## config.mk

```make
export PLATFORM = sky130hd
export DESIGN_NAME = pending_signal_round_robin
export DESIGN_NICKNAME = d
export VERILOG_FILES = /design/src/rtl/core/psrr_pkg.sv /design/src/rtl/core/psrr_front.sv /design/src/rtl/core/psrr_queue.sv /design/src/rtl/core/psrr_back.sv /design/src/rtl/core/pending_signal_round_robin.sv
export SDC_FILE = /design/constraint.sdc
export NUM_CORES = 1
export LEC_CHECK = 0
export ABC_AREA = 1
export BUFFER_PORTS_ARGS = -buffer_cell sky130_fd_sc_hd__buf_2
export CORE_ASPECT_RATIO = 2
export CORE_MARGIN = 2
export CORE_UTILIZATION = 57
export DETAILED_ROUTE_END_ITERATION = 8
export HOLD_SLACK_MARGIN = 0.12
export PLACE_DENSITY_LB_ADDON = 0.3
export SLEW_MARGIN = 5
export SYNTH_ARGS = -nofsm -noshare
export SYNTH_HDL_FRONTEND = slang
export SYNTH_SLANG_ARGS = --single-unit
```

## constraint.sdc

```tcl
create_clock -name clock -period 7.2 [get_ports clock]
set_clock_uncertainty 0.2 [all_clocks]
set_input_delay 1.44 -clock clock [delete_from_list [all_inputs] [get_ports clock]]
set_output_delay 1.44 -clock clock [all_outputs]
set_load 0.005 [all_outputs]
```

## src/rtl/core/psrr_pkg.sv

```systemverilog
// Shared types and constants for the pending-signal round-robin controller.
`timescale 1ns / 1ps
`default_nettype none

package psrr_pkg;

   // Default sizing of the pending-count store.
   localparam int NUM_SOURCES_DEF = 16;
   localparam int COUNT_WIDTH_DEF = 16;

   // Fixed width of the running total and depth of the queue between the two halves.
   localparam int TOTAL_WIDTH = 20;
   localparam int QUEUE_DEPTH = 2;

   // Encodings of the request kind field.
   localparam logic [1:0] KIND_RAISE   = 2'd0;
   localparam logic [1:0] KIND_ACK     = 2'd1;
   localparam logic [1:0] KIND_RETURN  = 2'd2;
   localparam logic [1:0] KIND_CONTEXT = 2'd3;

   // Operation as classified by the front end.
   typedef enum logic [2:0] {
      OP_RAISE,
      OP_DROP,
      OP_ACK,
      OP_RETURN,
      OP_CONTEXT
   } op_type;

   // One queued operation.
   typedef struct packed {
      op_type     op;
      logic [3:0] source;
      logic       running_code;
      logic       mask_all;
      logic       io_waiting;
   } entry_type;

   // Queue status seen by the front end.
   typedef struct packed {
      logic full;
      logic empty;
   } queue_status_type;

endpackage

`default_nettype wire

```

## src/rtl/core/psrr_front.sv

```systemverilog
// Front end: holds the enable mask, accepts request words and classifies them.
`timescale 1ns / 1ps
`default_nettype none

module psrr_front
   import psrr_pkg::*;
#(
   parameter int NUM_SOURCES = NUM_SOURCES_DEF
) (
   input  wire logic             clock,
   input  wire logic             reset,
   input  wire logic             csr_we,
   input  wire logic [15:0]      csr_wdata,
   input  wire logic             req_valid,
   output logic                  req_ready,
   input  wire logic [1:0]       req_kind,
   input  wire logic [3:0]       req_source,
   input  wire logic             req_running_code,
   input  wire logic             req_mask_all,
   input  wire logic             req_io_waiting,
   input  wire queue_status_type q_status,
   output logic                  push,
   output entry_type             push_entry
);

   logic [15:0] enable_mask_ff;
   logic [15:0] enable_mask_in;
   logic        in_range;

   assign enable_mask_in = csr_we ? csr_wdata : enable_mask_ff;

   always_ff @(posedge clock) begin
      if (reset) begin
         enable_mask_ff <= '0;
      end else begin
         enable_mask_ff <= enable_mask_in;
      end
   end

   assign in_range  = 32'(req_source) < NUM_SOURCES;
   assign req_ready = !q_status.full;
   assign push      = req_valid && req_ready;

   always_comb begin
      push_entry.source       = req_source;
      push_entry.running_code = req_running_code;
      push_entry.mask_all     = req_mask_all;
      push_entry.io_waiting   = req_io_waiting;
      case (req_kind)
         KIND_RAISE: begin
            push_entry.op = (in_range && enable_mask_ff[req_source]) ? OP_RAISE : OP_DROP;
         end
         KIND_ACK:     push_entry.op = OP_ACK;
         KIND_RETURN:  push_entry.op = OP_RETURN;
         KIND_CONTEXT: push_entry.op = OP_CONTEXT;
         default:      push_entry.op = OP_DROP;
      endcase
   end

endmodule

`default_nettype wire

```

## src/rtl/core/psrr_queue.sv

```systemverilog
// Short queue of classified operations between the front end and the back end.
`timescale 1ns / 1ps
`default_nettype none

module psrr_queue
   import psrr_pkg::*;
(
   input  wire logic             clock,
   input  wire logic             reset,
   input  wire logic             push,
   input  wire entry_type        push_entry,
   input  wire logic             pop,
   output logic                  pop_valid,
   output entry_type             pop_entry,
   output queue_status_type      q_status
);

   localparam int PTR_W = (QUEUE_DEPTH > 1) ? $clog2(QUEUE_DEPTH) : 1;
   localparam int CNT_W = $clog2(QUEUE_DEPTH + 1);

   entry_type        slots_ff [QUEUE_DEPTH];
   logic [PTR_W-1:0] wr_ptr_ff, wr_ptr_in;
   logic [PTR_W-1:0] rd_ptr_ff, rd_ptr_in;
   logic [CNT_W-1:0] fill_ff, fill_in;
   logic             do_push, do_pop;

   assign q_status.full  = fill_ff == CNT_W'(QUEUE_DEPTH);
   assign q_status.empty = fill_ff == '0;
   assign pop_valid      = !q_status.empty;
   assign pop_entry      = slots_ff[rd_ptr_ff];

   assign do_push = push && !q_status.full;
   assign do_pop  = pop && pop_valid;

   always_comb begin
      wr_ptr_in = wr_ptr_ff;
      rd_ptr_in = rd_ptr_ff;
      fill_in   = fill_ff;
      if (do_push) begin
         wr_ptr_in = (wr_ptr_ff == PTR_W'(QUEUE_DEPTH - 1)) ? '0 : wr_ptr_ff + PTR_W'(1);
      end
      if (do_pop) begin
         rd_ptr_in = (rd_ptr_ff == PTR_W'(QUEUE_DEPTH - 1)) ? '0 : rd_ptr_ff + PTR_W'(1);
      end
      if (do_push && !do_pop) begin
         fill_in = fill_ff + CNT_W'(1);
      end else if (do_pop && !do_push) begin
         fill_in = fill_ff - CNT_W'(1);
      end
   end

   always_ff @(posedge clock) begin
      if (reset) begin
         wr_ptr_ff <= '0;
         rd_ptr_ff <= '0;
         fill_ff   <= '0;
      end else begin
         wr_ptr_ff <= wr_ptr_in;
         rd_ptr_ff <= rd_ptr_in;
         fill_ff   <= fill_in;
      end
   end

   always_ff @(posedge clock) begin
      if (do_push) begin
         slots_ff[wr_ptr_ff] <= push_entry;
      end
   end

endmodule

`default_nettype wire

```

## src/rtl/core/psrr_back.sv

```systemverilog
// Back end: pending-count memory, round-robin pick, flags and the response register.
`timescale 1ns / 1ps
`default_nettype none

module psrr_back
   import psrr_pkg::*;
#(
   parameter int NUM_SOURCES = NUM_SOURCES_DEF,
   parameter int COUNT_WIDTH = COUNT_WIDTH_DEF
) (
   input  wire logic                   clock,
   input  wire logic                   reset,
   input  wire logic                   q_valid,
   input  wire entry_type              q_entry,
   output logic                        q_pop,
   output logic                        rsp_valid,
   input  wire logic                   rsp_ready,
   output logic                        rsp_counted,
   output logic                        rsp_trap_request,
   output logic                        rsp_wake_io,
   output logic [3:0]                  rsp_sig_code,
   output logic [15:0]                 rsp_sig_count,
   output logic                        rsp_none_pending,
   output logic [TOTAL_WIDTH-1:0]      rsp_total_pending
);

   localparam int IDX_W = $clog2(NUM_SOURCES);
   localparam int CMP_W = (COUNT_WIDTH > TOTAL_WIDTH) ? COUNT_WIDTH : TOTAL_WIDTH;
   localparam logic [COUNT_WIDTH-1:0] COUNT_MAX = '1;
   localparam logic [TOTAL_WIDTH-1:0] TOTAL_MAX = '1;

   typedef enum logic [1:0] {
      ST_ISSUE  = 2'b01,
      ST_FINISH = 2'b10
   } state_type;

   state_type               state_ff, state_in;
   entry_type               cur_ff;
   logic [IDX_W-1:0]        addr_ff;
   logic                    found_ff;
   logic [COUNT_WIDTH-1:0]  rd_data_ff;
   logic [COUNT_WIDTH-1:0]  mem_ff [NUM_SOURCES];
   logic [NUM_SOURCES-1:0]  nz_ff, nz_in;
   logic [TOTAL_WIDTH-1:0]  total_ff, total_in;
   logic [IDX_W-1:0]        last_ff, last_in;
   logic                    trap_armed_ff, trap_armed_in;
   logic                    handler_ff, handler_in;
   logic                    in_code_ff, in_code_in;
   logic                    masked_ff, masked_in;
   logic                    io_wait_ff, io_wait_in;

   logic                    rsp_valid_ff, rsp_valid_in;
   logic                    counted_ff, counted_in;
   logic                    trap_ff, trap_in;
   logic                    wake_ff, wake_in;
   logic [3:0]              code_ff, code_in;
   logic [15:0]             count_ff, count_in;
   logic                    none_ff, none_in;

   logic [NUM_SOURCES-1:0]  hi_mask, cand, sel, onehot;
   logic [IDX_W-1:0]        pick_idx, issue_addr;
   logic [COUNT_WIDTH-1:0]  cur_count;
   logic                    finish;
   logic                    mem_we;
   logic [COUNT_WIDTH-1:0]  mem_wdata;

   // Round-robin pick: lowest nonzero entry above the last served, else lowest overall.
   always_comb begin
      for (int i = 0; i < NUM_SOURCES; i++) begin
         hi_mask[i] = IDX_W'(i) > last_ff;
      end
      cand     = nz_ff & hi_mask;
      sel      = (cand != '0) ? cand : nz_ff;
      onehot   = sel & (~sel + NUM_SOURCES'(1));
      pick_idx = '0;
      for (int i = 0; i < NUM_SOURCES; i++) begin
         pick_idx = pick_idx | (onehot[i] ? IDX_W'(i) : '0);
      end
   end

   assign issue_addr = (q_entry.op == OP_ACK) ? pick_idx : IDX_W'(q_entry.source);
   assign q_pop      = (state_ff == ST_ISSUE) && q_valid;
   assign finish     = (state_ff == ST_FINISH) && (!rsp_valid_ff || rsp_ready);
   assign cur_count  = nz_ff[addr_ff] ? rd_data_ff : '0;

   always_comb begin
      state_in      = state_ff;
      nz_in         = nz_ff;
      total_in      = total_ff;
      last_in       = last_ff;
      trap_armed_in = trap_armed_ff;
      handler_in    = handler_ff;
      in_code_in    = in_code_ff;
      masked_in     = masked_ff;
      io_wait_in    = io_wait_ff;
      rsp_valid_in  = rsp_valid_ff && !rsp_ready;
      counted_in    = counted_ff;
      trap_in       = trap_ff;
      wake_in       = wake_ff;
      code_in       = code_ff;
      count_in      = count_ff;
      none_in       = none_ff;
      mem_we        = 1'b0;
      mem_wdata     = cur_count + COUNT_WIDTH'(1);

      case (state_ff)
         ST_ISSUE: begin
            if (q_valid) begin
               state_in = ST_FINISH;
            end
         end
         ST_FINISH: begin
            if (finish) begin
               state_in     = ST_ISSUE;
               rsp_valid_in = 1'b1;
               counted_in   = 1'b0;
               trap_in      = 1'b0;
               wake_in      = 1'b0;
               code_in      = '0;
               count_in     = '0;
               none_in      = 1'b0;
               case (cur_ff.op)
                  OP_RAISE: begin
                     counted_in = 1'b1;
                     if (cur_count != COUNT_MAX) begin
                        mem_we         = 1'b1;
                        nz_in[addr_ff] = 1'b1;
                        if (total_ff != TOTAL_MAX) begin
                           total_in = total_ff + TOTAL_WIDTH'(1);
                        end
                     end
                     if (!masked_ff) begin
                        if (io_wait_ff) begin
                           wake_in = 1'b1;
                        end else if (in_code_ff && !trap_armed_ff && !handler_ff) begin
                           trap_armed_in = 1'b1;
                           trap_in       = 1'b1;
                        end
                     end
                  end
                  OP_ACK: begin
                     if (found_ff) begin
                        last_in        = addr_ff;
                        nz_in[addr_ff] = 1'b0;
                        if (CMP_W'(cur_count) >= CMP_W'(total_ff)) begin
                           total_in = '0;
                        end else begin
                           total_in = total_ff - TOTAL_WIDTH'(cur_count);
                        end
                        trap_armed_in = 1'b0;
                        handler_in    = 1'b1;
                        code_in       = 4'(addr_ff);
                        count_in      = 16'(cur_count);
                     end else begin
                        none_in = 1'b1;
                     end
                  end
                  OP_RETURN: begin
                     handler_in = 1'b0;
                  end
                  OP_CONTEXT: begin
                     in_code_in = cur_ff.running_code;
                     masked_in  = cur_ff.mask_all;
                     io_wait_in = cur_ff.io_waiting;
                  end
                  default: begin
                  end
               endcase
            end
         end
         default: begin
            state_in = ST_ISSUE;
         end
      endcase
   end

   always_ff @(posedge clock) begin
      if (reset) begin
         state_ff      <= ST_ISSUE;
         nz_ff         <= '0;
         total_ff      <= '0;
         last_ff       <= '0;
         trap_armed_ff <= 1'b0;
         handler_ff    <= 1'b0;
         in_code_ff    <= 1'b0;
         masked_ff     <= 1'b0;
         io_wait_ff    <= 1'b0;
         rsp_valid_ff  <= 1'b0;
      end else begin
         state_ff      <= state_in;
         nz_ff         <= nz_in;
         total_ff      <= total_in;
         last_ff       <= last_in;
         trap_armed_ff <= trap_armed_in;
         handler_ff    <= handler_in;
         in_code_ff    <= in_code_in;
         masked_ff     <= masked_in;
         io_wait_ff    <= io_wait_in;
         rsp_valid_ff  <= rsp_valid_in;
      end
   end

   always_ff @(posedge clock) begin
      counted_ff <= counted_in;
      trap_ff    <= trap_in;
      wake_ff    <= wake_in;
      code_ff    <= code_in;
      count_ff   <= count_in;
      none_ff    <= none_in;
      if (q_pop) begin
         cur_ff     <= q_entry;
         addr_ff    <= issue_addr;
         found_ff   <= nz_ff != '0;
         rd_data_ff <= mem_ff[issue_addr];
      end
   end

   // Count memory; an entry whose nonzero bit is clear reads as zero.
   always_ff @(posedge clock) begin
      if (mem_we) begin
         mem_ff[addr_ff] <= mem_wdata;
      end
   end

   assign rsp_valid         = rsp_valid_ff;
   assign rsp_counted       = counted_ff;
   assign rsp_trap_request  = trap_ff;
   assign rsp_wake_io       = wake_ff;
   assign rsp_sig_code      = code_ff;
   assign rsp_sig_count     = count_ff;
   assign rsp_none_pending  = none_ff;
   assign rsp_total_pending = total_ff;

endmodule

`default_nettype wire

```

## src/rtl/core/pending_signal_round_robin.sv

```systemverilog
// Top level of the pending-signal controller with round-robin acknowledge.
//
//   Channel  Direction  Handshake             Contents
//   req_     in         req_valid/req_ready   kind, source, context flags
//   rsp_     out        rsp_valid/rsp_ready   raise, acknowledge and total results
//   csr_     in         csr_we (no wait)      16-bit source enable mask
//
// Each word passes through the back-end states ISSUE, which picks the address and
// reads the count memory, and FINISH, which updates state and loads the response
// register; the back end takes a new word only after it has finished the last.
// Reset is synchronous and active high; it clears the context, trap and handler flags, the total and the
// nonzero bits of the count memory, so no clearing pass is needed.
// A stalled response holds the back end; the two-word queue keeps req_ready high
// until it fills.
`timescale 1ns / 1ps
`default_nettype none

module pending_signal_round_robin
   import psrr_pkg::*;
#(
   parameter int NUM_SOURCES = NUM_SOURCES_DEF,
   parameter int COUNT_WIDTH = COUNT_WIDTH_DEF
) (
   input  wire logic                   clock,
   input  wire logic                   reset,
   input  wire logic                   csr_we,
   input  wire logic [15:0]            csr_wdata,
   input  wire logic                   req_valid,
   output logic                        req_ready,
   input  wire logic [1:0]             req_kind,
   input  wire logic [3:0]             req_source,
   input  wire logic                   req_running_code,
   input  wire logic                   req_mask_all,
   input  wire logic                   req_io_waiting,
   output logic                        rsp_valid,
   input  wire logic                   rsp_ready,
   output logic                        rsp_counted,
   output logic                        rsp_trap_request,
   output logic                        rsp_wake_io,
   output logic [3:0]                  rsp_sig_code,
   output logic [15:0]                 rsp_sig_count,
   output logic                        rsp_none_pending,
   output logic [TOTAL_WIDTH-1:0]      rsp_total_pending
);

   // Front end to queue.
   logic             push;
   entry_type        push_entry;
   queue_status_type q_status;

   // Queue to back end.
   logic             pop;
   logic             pop_valid;
   entry_type        pop_entry;

   // The front end owns the enable mask and turns disabled or out-of-range raises
   // into drops, so the back end never writes the count memory for them.
   psrr_front #(
      .NUM_SOURCES (NUM_SOURCES)
   ) u_front (
      .clock            (clock),
      .reset            (reset),
      .csr_we           (csr_we),
      .csr_wdata        (csr_wdata),
      .req_valid        (req_valid),
      .req_ready        (req_ready),
      .req_kind         (req_kind),
      .req_source       (req_source),
      .req_running_code (req_running_code),
      .req_mask_all     (req_mask_all),
      .req_io_waiting   (req_io_waiting),
      .q_status         (q_status),
      .push             (push),
      .push_entry       (push_entry)
   );

   // Decouples acceptance from execution so a stalled response does not block
   // the request side until the queue is full.
   psrr_queue u_queue (
      .clock      (clock),
      .reset      (reset),
      .push       (push),
      .push_entry (push_entry),
      .pop        (pop),
      .pop_valid  (pop_valid),
      .pop_entry  (pop_entry),
      .q_status   (q_status)
   );

   // The back end holds the counts and flags and executes one word at a time.
   psrr_back #(
      .NUM_SOURCES (NUM_SOURCES),
      .COUNT_WIDTH (COUNT_WIDTH)
   ) u_back (
      .clock             (clock),
      .reset             (reset),
      .q_valid           (pop_valid),
      .q_entry           (pop_entry),
      .q_pop             (pop),
      .rsp_valid         (rsp_valid),
      .rsp_ready         (rsp_ready),
      .rsp_counted       (rsp_counted),
      .rsp_trap_request  (rsp_trap_request),
      .rsp_wake_io       (rsp_wake_io),
      .rsp_sig_code      (rsp_sig_code),
      .rsp_sig_count     (rsp_sig_count),
      .rsp_none_pending  (rsp_none_pending),
      .rsp_total_pending (rsp_total_pending)
   );

`ifndef SYNTHESIS
   // A trap request and an I/O wake both come only from a counted raise.
   assert property (@(posedge clock) disable iff (reset)
      rsp_valid && (rsp_trap_request || rsp_wake_io) |-> rsp_counted)
      else $error("trap or wake reported without a counted raise");

   // A raise may wake the I/O wait or arm a trap, never both.
   assert property (@(posedge clock) disable iff (reset)
      rsp_valid |-> !(rsp_trap_request && rsp_wake_io))
      else $error("trap request and I/O wake reported together");

   // An empty acknowledge reports no code, no count and no counted raise.
   assert property (@(posedge clock) disable iff (reset)
      rsp_valid && rsp_none_pending |-> rsp_sig_code == 4'd0 && rsp_sig_count == 16'd0
         && !rsp_counted)
      else $error("empty acknowledge carries a code or count");

   // Nothing is offered in the cycle after reset.
   assert property (@(posedge clock)
      reset |=> !rsp_valid)
      else $error("response valid right after reset");
`endif

endmodule

`default_nettype wire

```

Word level (Yosys, flattened, before mapping)
Memory sizes are Yosys's and may differ from the RTL's. A register that Yosys moved wholly into a read port is not among the register bits.
Index checks and enable logic that the tools add are counted.
Widths: inputs -> output; s select.
{ "word_totals": {"ff_bits": 103, "ram_bits": 276, "in_bits": 30, "output_inout_bits": 46, "word_cells": 200, "mem_count": 2} }
{ "classes": {"add_sub_neg": 8, "n_lt_le_gt_ge": 20, "eq_ne": 20, "muxes": 64, "bitwise": 21, "reduce_logical": 39} }
{ "memory_table": {"columns": ["memory", "words", "width", "read_ports", "rd_ports_with_merged_regs", "write_ports", "line_no", "text"], "rows": [
  ["u_back.mem_ff", 16, 16, 1, 1, 1, "psrr_back.sv:42", "logic [COUNT_WIDTH-1:0] mem_ff [NUM_SOURCES];"],
  ["u_queue.slots_ff", 2, 10, 1, 1, 1, "psrr_queue.sv:21", "entry_type slots_ff [QUEUE_DEPTH];"]
]} }
{ "op_table": {"columns": ["op", "n"], "rows": [
  ["$mux 20", 4],
  ["$mux 16", 4],
  ["$or 4x4->4", 14],
  ["$and 16x16->16", 3],
  ["$pmux 20 s2", 1],
  ["$mux 4", 9],
  ["$add 16x1->16 const B", 2],
  ["$gt 4x4->1 const A", 8],
  ["$not 16->16", 2],
  ["$pmux 16 s2", 1],
  ["$reduce_bool 16->1", 2],
  ["$mux 1", 28],
  ["$add 20x1->20 const B", 1],
  ["$ge 16x20->1", 1],
  ["$ne 20x20->1 const B", 1],
  ["$sub 20x16->20", 1],
  ["$gt 3x4->1 const A", 4],
  ["$ne 16x16->1 const B", 1],
  ["$or 16x16->16", 1],
  ["$mux 2", 6],
  ["$mux 3", 4],
  ["$pmux 3 s4", 1],
  ["$logic_and 1x1->1", 11],
  ["$lt 4x5->1 const B", 2],
  ["other kinds (30)", 60]
]} }

Depth between registers and ports, before layout
{ "logic_depth": {"word_depth": 23, "depth_mapped": 26, "ltp_nobuf": 26} }

By module
A second synthesis with hierarchy kept.
{ "hier_totals": {"hier_cells": 1951, "hier_area_um2": 18791.8} }
{ "by_module_without_submodules": {"columns": ["module", "n_inst", "cells_per_inst", "area_per_inst_um2", "seq_area_each_um2"], "rows": [
  ["psrr_back", 1, 1758, 16975.0, 10179.8],
  ["psrr_queue", 1, 69, 970.9, 700.7],
  ["psrr_front", 1, 124, 845.8, 320.3]
]} }

Least setup slack after synthesis
No wires, ideal clock.
{ "synth_path": {"path_kind": "in2reg", "from": "in rsp_ready", "to": "mem u_back.mem_ff[0][0] (netlist bit) (enable)", "setup_ps": 388, "t_arrival_ps": 4374, "t_required_ps": 6612, "slack_ps": 2238, "cell_stages": 9, "path_buffers": 1, "cell_sequence": "nor2_1 nor2_1 inv_1 nor2_1 inv_1 nand2_2 buf_2 nand3_1 nor2_1"} }
{ "synth_between": {"elab_chain_cells": 6} }
{ "synth_lines": {"columns": ["element", "line_no", "text"], "rows": [
  ["start, declared", "pending_signal_round_robin.sv:36", "input wire logic rsp_ready,"],
  ["$logic_or 1x1->1", "psrr_back.sv:83", "assign finish = (state_ff == ST_FINISH) && (!rsp_valid_ff || rsp_ready);"],
  ["$logic_and 1x1->1", "psrr_back.sv:83", null],
  ["$mux 1", "psrr_back.sv:113", "if (finish) begin"],
  ["$mux 1", "psrr_back.sv:106", "case (state_ff)"],
  ["$mux 1", "psrr_back.sv:220", "if (mem_we) begin"],
  ["$mux 1 (implied by the code)", "psrr_back.sv:221", "mem_ff[addr_ff] <= mem_wdata;"],
  ["end, declared", "psrr_back.sv:42", null]
]} }
No other way between the ends.

Worst setup path after layout
{ "layout_path": {"from": "reg u_back.addr_ff[0]", "to": "mem u_back.mem_ff[0][13] (netlist bit) (enable)"} }
{ "layout_between": {"elab_chain_cells": 10} }
{ "layout_lines": {"columns": ["element", "line_no", "text"], "rows": [
  ["start, declared", "psrr_back.sv:39", "logic [IDX_W-1:0] addr_ff;"],
  ["start signal, assigned", "psrr_back.sv:212", "addr_ff <= issue_addr;"],
  ["$bmux 1 s4", "psrr_back.sv:84", "assign cur_count = nz_ff[addr_ff] ? rd_data_ff : '0;"],
  ["$mux 1 (implied by the code)", "psrr_back.sv:84", null],
  ["$mux 16", "psrr_back.sv:84", null],
  ["net u_back.cur_count[0]", "psrr_back.sv:62", "logic [COUNT_WIDTH-1:0] cur_count;"],
  ["$ne 16x16->1", "psrr_back.sv:125", "if (cur_count != COUNT_MAX) begin"],
  ["$mux 1", "psrr_back.sv:125", null],
  ["$mux 1", "psrr_back.sv:122", "case (cur_ff.op)"],
  ["$mux 1", "psrr_back.sv:113", null],
  ["$mux 1", "psrr_back.sv:106", null],
  ["$mux 1", "psrr_back.sv:220", null],
  ["$mux 1 (implied by the code)", "psrr_back.sv:221", null]
]} }
The timed path passes the listed nets, and every way through them passes these cells. The select of a mux whose other input is x is not followed.

==> impl_metrics.ini <==
[routing]
vias_per_cell = 5.73
vias = 14810
drt_pass1_iterations = 5
drt-initial-drc-count = 1148
drc = 0
routed_wl_um = 50600
ant_nets = 0
wl_per_cell_um = 19.6

[timing]
drv_slew = 0
setup_violations = 0
relSlewSlack_pct = 16.1
fin_crit_ns = 5.21
min_period_over_period_pct = 72.3
tightest_slew_ns = 1.25
finalHoldViolations = 0
rsz0062_at_grt = no
max_freq_mhz = 192
fin_tns_setup_ns = 0

[layout]
fin_cells = 2584
final_layout_size_suffix_gt1_share_pct = 9.92
fin_area_um2 = 21100
syn_to_final_growth_pct = 9.59
num_antenna_cells = 0
fin_nets = 2176

[logic_synthesis]
ys_seq_area_share_pct = 58.1
async_reset_ff_share_pct = 0
synth_top_flop_cell = edfxtp_1
netlist_area_um2 = 19300
synth_area_leader_cell = edfxtp_1
synth-seq-cells = 396
netlist_instances = 2079
synth-edff-count = 327
synthesis.nets = 2132
synth_top_cell_area_share_pct = 50.9
ys_top_cells_by_area = edfxtp_1 (51%), nand3_1 (9.4%), dfxtp_1 (7.2%)
synth_cell_types = 49
syn_area_per_cell_um2 = 9.28
yosysMostFrequentCell = nand3_1
synthTopCellsByCount = nand3_1 (364), nand2_1 (354), edfxtp_1 (327), inv_1 (305), nor2_1 (206)
synth_warnings = 0

[job]
drv_cap = 0

[clock_network]
postCtsResizedCells = 0
clockBufferDepth = 3
cts_root_buffer = clkbuf_16
cts_hold_buffers = 0
clkSlewWorstSetupHoldPaths_ns = 0.06
insertion_delay_ns = 0.55
cts.sinks = 396
cts_setup_buffers = 0
htreeDepth = 2
cts_tree = done
cts-buffers-inserted = 36

[grt]
antenna_found_initial = 0
grt-ovfl-total = 0
grt_pass1_wl_um = 76800
grt_max_degree = 85
track_usage_pct = 28.2
grt_pass1_vias = 14697

[worst_hold_path]
hold_path_class = flip-flop to flip-flop
hp-start = u_back.trap_armed_ff$_SDFFE_PP0P_

[worst_setup_path]
rr_endpoint = u_back.mem_ff[0][13]$_DFFE_PP_
worst_path_most_repeated_cell = inv_2
cp.required_ns = 7.16
crit_start = u_back.addr_ff[0]$_DFFE_PP_
rr_worst_depth = 18
r2r_slack_ns = 1.99
cp.depth = 18
slowest_stage = nor2_2
path_cells = inv_2 -> nor2_2 -> inv_2 -> o22ai_1 -> o21ai_1 -> nand4_2 -> inv_2 -> nor2_1 -> ha_1 -> inv_1 -> nor3_2 -> nand3_1 -> nor3_2 -> nand2_1 -> nand3_2 -> nand2_2 -> nand3_1 -> nor2_2
endpoint = u_back.mem_ff[0][13]$_DFFE_PP_
worstPathArrival_ns = 5.16
max_stage_delay_ns = 0.90
critical-path-top-delay-family = simple AND/OR/NAND/NOR gates
start_kind = flip-flop
path_class = flip-flop to flip-flop
r2r-start = u_back.addr_ff[0]$_DFFE_PP_
end_kind = flip-flop
cp.buffers_inverters = 4
crit_fanout = 31

[outcome]
status = finished, final reports clean

[pwr]
p_per_area_nw_per_um2 = 334
p_leak_nw = 8.96
power_mw = 7.07
ir_drop_uv = 379

[placed_design]
dp_cells = 2521
dp_hpwl_um = 33100
numPortBuffers = 75
gp_congestion = 0.915
placed_area_um2 = 20000

[floorplanning]
num_rows = 95
die_w_um = 134
dieArea_um2 = 35400
coreArea_um2 = 33500
die_h_um = 264
start_util_pct = 57.5
ios = 76
## layer usage
layer,wire (µm),global-route usage (%),vias up
met5,0,0,-
li1,-,-,7016
met4,3280,17.2,0
met3,2430,3.65,168
met2,27200,53.0,521
met1,17700,29.0,7105
## layout by cell type (no fill, tap or decap), types with 4 or more instances in the layout
master / count
nand3_1: 363
nand2_1: 354
edfxtp_1: 327
inv_1: 305
nor2_1: 203
buf_2: 75
o21ai_0: 73
dfxtp_1: 69
nand3b_1: 66
a21oi_1: 43
clkbuf_16: 37
buf_4: 25
xor2_1: 24
ha_1: 22
o22ai_1: 15
nor3_2: 15
xnor2_1: 12
nor2_2: 11
nor3_1: 10
clkinv_1: 9
nor4_1: 9
clkinv_2: 9
nand4_1: 7
inv_2: 6
nand3_2: 5
nand2_4: 4
nand2_2: 4
## where the power goes
part	internal (mW)	switching, mW
sequential	2.67	0.114
combinational	0.706	1.70
clock	1.04	0.846
total	4.41	2.66
## kinds of logic after synthesis
kind of cell | count (synthesis) | share of synthesized area, %
buf+inv | 408 | 8.67
flops | 396 | 58.1
compound gates | 153 | 4.46
fa+ha+maj | 23 | 1.53
mux | 1 | 0.0519
simple gates | 1062 | 25.6
xor+xnor | 36 | 1.63
## worst min-delay path: stages (launching register included)
cell     delay (ns)
dfxtp_1        0.31
inv_1          0.05
a21oi_1        0.06
## area by class of cell
cell class                      count  area, µm²
Tap cell                          436        546
Multi-Input combinational cell   1275       6500
Timing Repair Buffer              100        563
Fill cell                        2732      12400
Clock buffer                       41        961
Clock inverter                     22        185
Inverter                          314       1180
Sequential cell                   396      11200
## how the worst min path moves through the flow
stage                                                   end  cells after the start
final                     u_back.trap_armed_ff$_SDFFE_PP0P_                      2
after global routing         u_queue.rd_ptr_ff$_SDFFE_PP0P_                      1
after floorplan                                   flip-flop                      1
after CTS                 u_back.trap_armed_ff$_SDFFE_PP0P_                      2
after global placement       u_queue.rd_ptr_ff$_SDFFE_PP0P_                      1
after detailed placement  u_back.trap_armed_ff$_SDFFE_PP0P_                      2
## sequential cells by signal, indices dropped and copies added (netlist names), 2 cells and up, named ones only
signal,count
u_back.rsp_sig_code,4
u_queue.slots_ff,20
u_back.addr_ff,4
u_back.rd_data_ff,16
u_back.cur_ff,6
u_front.enable_mask_ff,16
u_back.last_ff,4
u_back.mem_ff,256
u_queue.fill_ff,2
u_back.state_ff,2
u_back.rsp_sig_count,16
u_back.rsp_total_pending,20
## through the flow
| step | util (%) | setup slack, ns | hold WS, ns |
|---|---|---|---|
| floorplan | - | 2.24 | 0.226 |
| global placement | 59.6 | 2.17 | 0.237 |
| detailed placement | 59.6 | 2.02 | 0.250 |
| CTS | 63.1 | 2.03 | 0.267 |
| global route | 63.1 | 1.61 | 0.281 |
| finish | 63.1 | 1.99 | 0.261 |
Power figures use the tool's default switching activity.
